==> config.mk <==
export PLATFORM = sky130hd
export DESIGN_NAME = cbts_ram
export DESIGN_NICKNAME = d
export VERILOG_FILES = /design/src/design/cbts_pkg.sv /design/src/design/cbts_ram.sv
export SDC_FILE = /design/constraint.sdc
export NUM_CORES = 2
export LEC_CHECK = 0
export BUFFER_PORTS_ARGS = -buffer_cell sky130_fd_sc_hd__buf_2
export CORE_ASPECT_RATIO = 0.5
export CORE_MARGIN = 1.5
export CORE_UTILIZATION = 55
export CTS_CLUSTER_DIAMETER = 50
export DETAILED_ROUTE_END_ITERATION = 8
export PLACE_DENSITY = 0.71
export SLEW_MARGIN = 25
export SYNTH_ARGS = -nofsm -noshare
export SYNTH_HDL_FRONTEND = slang
export SYNTH_SLANG_ARGS = --single-unit
==> constraint.sdc <==
create_clock -name i_clk -period 5.9 [get_ports i_clk]
set_input_delay 1.18 -clock i_clk [delete_from_list [all_inputs] [get_ports i_clk]]
set_output_delay 1.18 -clock i_clk [all_outputs]
set_load 0.02 [all_outputs]
==> src/design/cbts_pkg.sv <==
package cbts_pkg;

    localparam int STACK_DEPTH = 64;
    localparam int HANDLE_BITS = 16;

    localparam int TIME_BITS   = 32;
    localparam int HPORT_BITS  = 16;
    localparam int SIDX_BITS   = $clog2(STACK_DEPTH);
    localparam int CNT_BITS    = $clog2(STACK_DEPTH + 1);
    // stored handle width never exceeds the port width
    localparam int SH_BITS     = (HANDLE_BITS < HPORT_BITS) ? HANDLE_BITS : HPORT_BITS;

    localparam int BIDX_BITS   = 12;
    localparam int CFG_IDX_BITS = 2;
    localparam int CFG_DATA_BITS = 32;

    localparam logic [CFG_IDX_BITS-1:0] CFG_BUCKET_INDEX = 2'd0;
    localparam logic [CFG_IDX_BITS-1:0] CFG_BUCKET_WIDTH = 2'd1;
    localparam logic [CFG_IDX_BITS-1:0] CFG_YEAR_LENGTH  = 2'd2;

    localparam int IN_BYTES_BITS  = 56;
    localparam int OUT_BYTES_BITS = 56;

    typedef enum logic [1:0] {
        CMD_INSERT = 2'd0,
        CMD_GET    = 2'd1,
        CMD_PEEK   = 2'd2
    } t_cmd;

    typedef enum logic [1:0] {
        STS_OK    = 2'd0,
        STS_EARLY = 2'd1,
        STS_FULL  = 2'd2,
        STS_EMPTY = 2'd3
    } t_status;

    typedef enum logic [1:0] {
        ST_IDLE,
        ST_GET,
        ST_REORG_RD,
        ST_REORG_WR
    } t_state;

    typedef struct packed {
        logic [SH_BITS-1:0]   handle;
        logic [TIME_BITS-1:0] evt_time;
    } t_entry;

    localparam int ENTRY_BITS = $bits(t_entry);

    // input word, lowest field last
    typedef struct packed {
        logic [IN_BYTES_BITS-TIME_BITS-HPORT_BITS-3:0] pad;
        logic [HPORT_BITS-1:0] item_handle;
        logic [TIME_BITS-1:0]  event_time;
        logic [1:0]            cmd;
    } t_in_word;

    // output word, lowest field last
    typedef struct packed {
        logic [OUT_BYTES_BITS-TIME_BITS-HPORT_BITS-5:0] pad;
        logic                  advanced;
        logic [HPORT_BITS-1:0] out_handle;
        logic [TIME_BITS-1:0]  item_time;
        logic                  item_valid;
        t_status               status;
    } t_out_word;

endpackage

==> src/design/cbts_ram.sv <==
module cbts_ram
    import cbts_pkg::*;
#(
    parameter int ADDR_BITS = 6,
    parameter int DATA_BITS = 48
) (
    input  logic                 i_clk,
    input  logic                 i_we,
    input  logic [ADDR_BITS-1:0] i_waddr,
    input  logic [DATA_BITS-1:0] i_wdata,
    input  logic                 i_re,
    input  logic [ADDR_BITS-1:0] i_raddr,
    output logic [DATA_BITS-1:0] o_rdata
);

    logic [DATA_BITS-1:0] r_mem [(1 << ADDR_BITS)];
    logic [DATA_BITS-1:0] r_rdata;

    always_ff @(posedge i_clk) begin
        if (i_we) begin
            r_mem[i_waddr] <= i_wdata;
        end
        if (i_re) begin
            r_rdata <= r_mem[i_raddr];
        end
    end

    assign o_rdata = r_rdata;

endmodule

==> impl_metrics.json <==
{
  "drv_cap": 0,
  "fin_util_pct": 62.3,
  "first_global_vias": 57700,
  "clock_sinks": 3120,
  "met3WireLength_um": 40800,
  "critical_path_class": "primary input to flip-flop",
  "cts-resized-gates": 0,
  "period_minus_slack_ns": 3.77,
  "dieArea_mm2": 0.217,
  "crit_slowest_cell": "buf_2",
  "status": "completed",
  "setup_viol": 0,
  "syn_area_mm2": 0.118,
  "grt_use_total_pct": 28.7,
  "leakage_nw": 40.5,
  "chipHeight_um": 330,
  "port_buffers": 110,
  "wirelength_um": 311000,
  "dr.max_layer_used": "met5",
  "synth_edf_count": 3120,
  "path_max_fanout": 36,
  "yosysUniqueCellTypes": 35,
  "drtIter0Drc": 9465,
  "initial_core_util_pct": 55.6,
  "fmax_mhz": 266,
  "synth.cells.most_frequent": "edfxtp_1 (3120), mux4_2 (754), nor2_1 (132)",
  "yosys_warnings": 0,
  "rows": 119,
  "arrival_ns": 4.34,
  "clkLatencyLatePin_ns": 0.85,
  "async_flop_share_pct": 0,
  "synth_top_area_cell": "edfxtp_1",
  "worstMarginPinSlew_ns": 1.11,
  "synth_fp_nets": 5033,
  "num_io_pins": 111,
  "grt.overflow.total": 0,
  "grt_max_degree": 119,
  "slew_violations": 0,
  "drt_pre_antenna_iters": 6,
  "drive_gt1_share_pct": 27.5,
  "detail_route.wl_per_cell_um": 37.4,
  "reg2reg_slack_ns": 3.65,
  "num_vias": 58100,
  "gp_congestion": 0.828,
  "yosysMostFrequentCell": "edfxtp_1",
  "seq_area_frac_synth_pct": 79.7,
  "ys_dominant_reg_cell": "edfxtp_1",
  "rsz0062_at_grt": "no",
  "power_density_mw_per_mm2": 334,
  "fp.dieW_um": 657,
  "crit_path_end_kind": "flip-flop",
  "clockBufferDepth": 4,
  "synth_area_per_cell_um2": 23.7,
  "ys_top_cells_by_area": "edfxtp_1 (80%), mux4_2 (14%), o22ai_1 (0.65%)",
  "hp-class": "primary input to flip-flop",
  "clock_skew_ns": 0.0348,
  "wl_met1_um": 115000,
  "placed_area_mm2": 0.123,
  "yosys.area.top_type_share_pct": 79.7,
  "syn_to_final_growth_pct": 11.9,
  "worst_ep_required_time_ns": 6.48,
  "crit_path_cell_trace": "buf_2, buf_4, and2_4, buf_4, a221oi_1, a221oi_1",
  "cts_tree": "yes",
  "stdcell_area_mm2": 0.132,
  "crit_path_start_kind": "primary input",
  "core_area_mm2": 0.211,
  "antenna_found_initial": 16,
  "wl_met2_um": 144000,
  "hold_viol_final": 0,
  "fill_cells": 13700,
  "synth_cells": 4970,
  "clkTransAtPathRegs_ns": 0.07,
  "finalSetupTns_ns": 0,
  "min_period_over_period_pct": 63.8,
  "htreeDepth": 5,
  "root_buffer": "clkbuf_16",
  "synth-seq-cells": 3120,
  "slew-limit-headroom_pct": 25.7,
  "hold_buffers": 0,
  "via_per_inst": 6.98,
  "grt_pass1_wl_um": 435000,
  "route.antenna.remaining_nets": 0,
  "cts_setup_buffers": 0,
  "post-dp-hpwl_um": 172000,
  "ir_worst_vdd_mv": 0.269,
  "nets": 5332,
  "drc": 0,
  "cp_slowest_stage_delay_ns": 0.71,
  "cts_buffers": 273
}
-- area by class of cell --
| type | count | area [µm²] | area share (%) |
|---|---|---|---|
| Timing Repair Buffer | 306 | 3080 | 2.34 |
| Clock buffer | 342 | 7180 | 5.45 |
| Multi-Input combinational cell | 1568 | 22900 | 17.4 |
| Clock inverter | 139 | 1180 | 0.894 |
| Antenna cell | 7 | 17.5 | 0.0133 |
| Tap cell | 2843 | 3560 | 2.70 |
| Sequential cell | 3120 | 93700 | 71.2 |
-- cell families after synthesis --
logic type | Yosys count | share of synthesized area, %
buf+inv | 282 | 1.27
mux | 829 | 15.1
compound gates | 486 | 3.01
simple gates | 253 | 0.953
flops | 3120 | 79.7
-- final timing paths --
check,start,to,depth (start not counted)
max reg2reg,r_mem[55][33]$_DFFE_PP_,o_rdata[33]$_DFFE_PP_,5
min reg2reg,r_mem[58][20]$_DFFE_PP_,o_rdata[20]$_DFFE_PP_,4
min,i_wdata[9],r_mem[54][9]$_DFFE_PP_,1
max,i_raddr[3],o_rdata[26]$_DFFE_PP_,6
-- power by group --
group / switching [mW] / internal [mW]
Clock: 7.84 / 9.36
Combinational: 1.39 / 0.780
Sequential: 0.0823 / 24.6
Total: 9.31 / 34.7
-- sequential cells by signal, summed over array words and instances, names as in the netlist --
| signal | flops |
|---|---|
| o_rdata | 48 |
| r_mem | 3072 |
-- per-stage QoR --
stage | setup slack [ns] | hold WS [ns] | instances | power [mW]
6_report | 2.13 | 0.742 | 8325 | 44.0
5_1_grt | 2.09 | 0.723 | 8321 | 45.1
4_1_cts | 2.24 | 0.854 | 8307 | 44.1
3_5_place_dp | 1.38 | 0.860 | 7826 | 27.3
3_3_place_gp | 1.44 | 0.880 | 7820 | 27.2
2_1_floorplan | 0.435 | 0.787 | 4970 | 26.3
-- critical path: cells and delay by family --
kind / cells / cell delay [ns]
AO/OA/AOI/OAI: 2 / 0.73
AND/OR/NAND/NOR: 1 / 0.65
buffers and inverters: 3 / 1.60
-- cells in the final DEF (no fill, tap or decap), drive strengths merged, types with 55 or more instances in the layout --
| cell type | count |
|---|---|
| buf | 306 |
| clkbuf | 342 |
| nor2 | 132 |
| a21oi | 74 |
| mux4 | 754 |
| a22o | 57 |
| o22ai | 122 |
| a22oi | 72 |
| edfxtp | 3120 |
| nand2 | 55 |
| mux2i | 63 |
| a221oi | 83 |
| clkinv | 103 |
-- routing by layer --
metal / GRT usage (%) / up-vias
li1: - / 22100
met1: 41.5 / 30800
met2: 44.1 / 4442
met3: 6.47 / 650
met4: 9.63 / 8
met5: 0 / -
(Power assumes the default switching activity.)
